--- config.mk ---
export PLATFORM = sky130hd
export DESIGN_NAME = smo_mul64
export DESIGN_NICKNAME = d
export VERILOG_FILES = /design/src/scalar_mod_order_alu_unit_defines.svh /design/src/smo_mul64.sv
export SDC_FILE = /design/constraint.sdc
export NUM_CORES = 2
export LEC_CHECK = 0
export BUFFER_PORTS_ARGS = -buffer_cell sky130_fd_sc_hd__buf_2
export CAP_MARGIN = 15
export CORE_MARGIN = 1
export CORE_UTILIZATION = 65
export CTS_CLUSTER_SIZE = 10
export DETAILED_ROUTE_END_ITERATION = 16
export PLACE_DENSITY_LB_ADDON = 0.15
export SLEW_MARGIN = 40
export SYNTH_ARGS = -nofsm -noshare
export SYNTH_HDL_FRONTEND = slang
export SYNTH_SLANG_ARGS = --single-unit
--- constraint.sdc ---
create_clock -name clk -period 15.24 [get_ports clk]
set_input_delay 2.286 -clock clk [delete_from_list [all_inputs] [get_ports clk]]
set_output_delay 2.286 -clock clk [all_outputs]
set_load 0.005 [all_outputs]
--- src/scalar_mod_order_alu_unit_defines.svh ---
// Assertion macros for the scalar mod-order ALU.
// Used by the top level only; needs clk and rst in scope.
`ifndef SCALAR_MOD_ORDER_ALU_UNIT_DEFINES_SVH
`define SCALAR_MOD_ORDER_ALU_UNIT_DEFINES_SVH

// same-cycle implication
`define SMO_AST_NOW(lbl, ante, cons, msg) \
  lbl: assert property (@(posedge clk) disable iff (rst) (ante) |-> (cons)) else $error(msg);

// next-cycle implication
`define SMO_AST_NEXT(lbl, ante, cons, msg) \
  lbl: assert property (@(posedge clk) disable iff (rst) (ante) |=> (cons)) else $error(msg);

`endif

--- src/smo_mul64.sv ---
// Shared 64x64 multiplier: one 32x32 multiplier reused for all partial products, 128-bit product.
// No dependencies.
module smo_mul64 (
  input  logic         clk,
  input  logic         rst,
  input  logic         start,
  input  logic [63:0]  a,
  input  logic [63:0]  b,
  output logic [127:0] p,
  output logic         done
);

  logic [63:0] la, lb;
  logic [1:0]  cnt;
  logic        busy;
  logic [31:0] xa, xb;
  logic [63:0] pp;
  logic [6:0]  sh;

  // cnt 0: a0*b0, 1: a0*b1, 2: a1*b0, 3: a1*b1
  always_comb begin
    xa = cnt[1] ? la[63:32] : la[31:0];
    xb = cnt[0] ? lb[63:32] : lb[31:0];
    pp = {32'd0, xa} * {32'd0, xb};
    sh = {cnt[1] & cnt[0], cnt[1] ^ cnt[0], 5'd0};
  end

  always_ff @(posedge clk) begin
    if (rst) begin
      busy <= 1'b0;
      done <= 1'b0;
      cnt  <= 2'd0;
    end else begin
      if (start) begin
        la   <= a;
        lb   <= b;
        p    <= '0;
        cnt  <= 2'd0;
        busy <= 1'b1;
        done <= 1'b0;
      end else if (busy) begin
        p    <= p + ({64'd0, pp} << sh);
        cnt  <= cnt + 2'd1;
        busy <= (cnt != 2'd3);
        done <= (cnt == 2'd3);
      end else begin
        done <= 1'b0;
      end
    end
  end

endmodule

==> impl_metrics.csv <==
group,metric,value,unit
logic_synthesis,yosysSeqAreaShare,0.1491,
drt,first_pass_iters,6,
min_path,hold_path.class,"reg -> reg",
logic_synthesis,syn_inst,5921,
floorplanning,boundaryPins,260,
placement,io_buffers,259,
logic_synthesis,synth_area_leaders,"fa_1 34%, edfxtp_1 15%, ha_1 9.4%",
setup_path,worst-path-stages,36,
drt,detail_route.vias_per_cell,6.515,
finish,num-fill-cells,6064,
setup_path,cp-end-kind,"flip-flop",
sta,period_share,0.8864,
sta,setup_viol,0,
sta,tightest_slew,0.9826,ns
logic_synthesis,yosysUniqueCellTypes,88,
clocking,hold_buffers,0,
placement,place_hpwl,157300,um
setup_path,startpoint,"cnt[1]",
setup_path,path_class,"reg -> reg",
logic_synthesis,synth_nets,7340,
floorplanning,placementRows,103,
job,drv_cap,0,
logic_synthesis,syn-cell-area,52090,sq um
clocking,worstSkewPairLatency,0.62,ns
global_route,grt_pass1_vias,47901,
finish,fin_nets,7444,
finish,drive_gt1_frac,0.09492,
global_route,antenna_found_initial,10,
floorplanning,start_util,0.6583,
sta,fin_tns_setup,0,ns
logic_synthesis,synth-seq-cells,260,
logic_synthesis,synth_enable_flop_cells,256,
logic_synthesis,synth_top_area_frac,0.3447,
global_route,grt_max_degree,81,
setup_path,crit_path_start_kind,"flip-flop",
clocking,htreeDepth,2,
clocking,cts_resized,0,
floorplanning,die_x,285.1,um
clocking,cts-root-buf,"clkbuf_16",
setup_path,crit_buf_inv,4,
setup_path,endpoint,"p[124]",
clocking,clk_pin_slew_worst_paths,0.06,ns
outcome,outcome,"complete, no violations",
logic_synthesis,syn_avg_cell_area,8.798,sq um
clocking,numCtsBuffers,37,
clocking,clk_path_buf_depth,3,
sta,slew_headroom,0.3394,
finish,synthToLayoutAreaGrowth,7.448,%
setup_path,rrSetupSlack,1.73,ns
floorplanning,die_h,285.1,um
global_route,track_usage,0.4840,
floorplanning,die_area,81280,sq um
setup_path,arrival,13.82,ns
setup_path,r2r-start,"cnt[1]",
clocking,cts.sinks,260,
setup_path,r2r-end,"p[124]",
drt,detail-route-antenna-nets,0,
global_route,grt_first_pass_wirelength,291300,um
setup_path,path_common_cell,"fa_1",
setup_path,slowest_delay,0.74,ns
setup_path,cp_max_fo,26,
sta,fin_crit,13.51,ns
drt,drt_iter0_drc,5705,
logic_synthesis,synth-async-reset-ratio,0,
setup_path,crit_slowest_cell,"mux2i_2",
drt,wl_per_cell,27.37,um
min_path,worstHoldStart,"busy",
sta,max_freq,74.02,MHz
drt,routed-via-count,46284,
global_route,gr-total-overflow,0,
clocking,post_cts_buffers,0,
sta,clock_skew,0.04743,ns
setup_path,reg2reg_depth,36,
sta,hold_violations,0,
floorplanning,core,79130,sq um
sta,rsz0062_at_grt,"no",
setup_path,critPathRequiredTime,15.55,ns
logic_synthesis,yosysTopAreaCell,"fa_1",
drt,drt-total-wl,194400,um
logic_synthesis,synth_flop_cell,"edfxtp_1",
logic_synthesis,yosys_warnings,0,
placement,place.gp.congestion,1.049,
drt,drc,0,
sta,drv_slew,0,
clocking,tritoncts,"yes",
setup_path,crit_family,"adder cells",
[sequential cells by signal, summed over array words and instances, names as in the netlist]
name  cells
busy      1
lb       64
p       128
la       64
cnt       2
done      1
[cell usage after synthesis (9+ instances only)]
library cell	n
a211oi_1	19
buf_1	14
xnor2_1	98
nor2b_1	23
a21o_1	84
edfxtp_1	256
a221oi_1	15
xor2_1	59
nand2b_1	28
o21ai_0	141
o211ai_1	23
a21boi_0	11
fa_1	897
and3_1	23
o21ai_1	13
a31oi_1	28
nor3_1	71
buf_2	28
or2_2	9
nor4_1	19
mux2i_1	74
nor2_1	925
nand3_1	47
o31ai_1	29
nand2_1	676
a21oi_1	287
or3_1	12
inv_1	912
nand4_1	91
o21a_1	23
clkbuf_1	252
ha_1	391
o21bai_1	53
mux2_2	78
o22ai_1	39
and2_1	34
[logic make-up (layout without fill, tap and decap cells)]
| family | Yosys count | after routing | share of synthesized area |
|---|---|---|---|
| mux | 158 | 158 | 0.03238 |
| other cells | 0 | 7 | 0 |
| compound gates | 861 | 861 | 0.1052 |
| flops | 260 | 260 | 0.1491 |
| simple gates | 1988 | 1988 | 0.1602 |
| buf+inv | 1209 | 1335 | 0.08808 |
| xor+xnor | 157 | 157 | 0.02640 |
| fa+ha+maj | 1288 | 1288 | 0.4386 |
[worst min-delay path, delay by kind of cell (launching register included)]
kind,cells,cell delay (ns)
flip-flops,1,0.51
AND/OR/NAND/NOR,2,0.20
[worst min path at each step]
stage / cells past startpoint / end
floorplan: 2 / done
global placement: 2 / done
detailed placement: 2 / done
CTS: 2 / done
global route: 2 / done
finish: 2 / done
[stage by stage]
step                setup WS (ns)  utilization  hold slack (ns)  cells  instance area [sq um]
finish                      1.731       0.7073           0.7638   7104                  55970
global placement            2.177       0.6885           0.7240   7027                  54480
CTS                         2.373       0.7060           0.7423   7095                  55870
global route                1.610       0.7071           0.7764   7097                  55950
detailed placement          2.430       0.6912           0.7167   7034                  54700
floorplan                   4.062            -           0.4647   5921                  52090
[layer usage]
layer / GRT usage / vias up / part of all wire
met5: 0 / - / 0.00014
met4: 0.3603 / 4 / 0.092
met3: 0.1510 / 910 / 0.13
met2: 0.7240 / 3551 / 0.43
met1: 0.5907 / 22503 / 0.34
li1: - / 19316 / -
[final cells by class]
type | count | area [sq um] | area share
Tap cell | 1050 | 1314 | 0.02347
Clock inverter | 19 | 203.9 | 0.003644
Sequential cell | 260 | 7775 | 0.1389
Timing Repair Buffer | 361 | 2167 | 0.03872
Clock buffer | 42 | 965.9 | 0.01726
Antenna cell | 7 | 17.52 | 0.0003130
Multi-Input combinational cell | 4452 | 40100 | 0.7165
Inverter | 913 | 3427 | 0.06123
[cell usage in the layout (no fill, tap or decap), types with 88 or more instances in the layout]
master,n
nor2_1,924
inv_1,912
fa_1,897
nand2_1,676
ha_1,390
a21oi_1,287
buf_2,258
edfxtp_1,256
o21ai_0,141
xnor2_1,95
nand4_1,91
buf_4,88
Power is not shown: default switching activity piles up to over one toggle a cycle in this logic, so the estimate is an artifact.
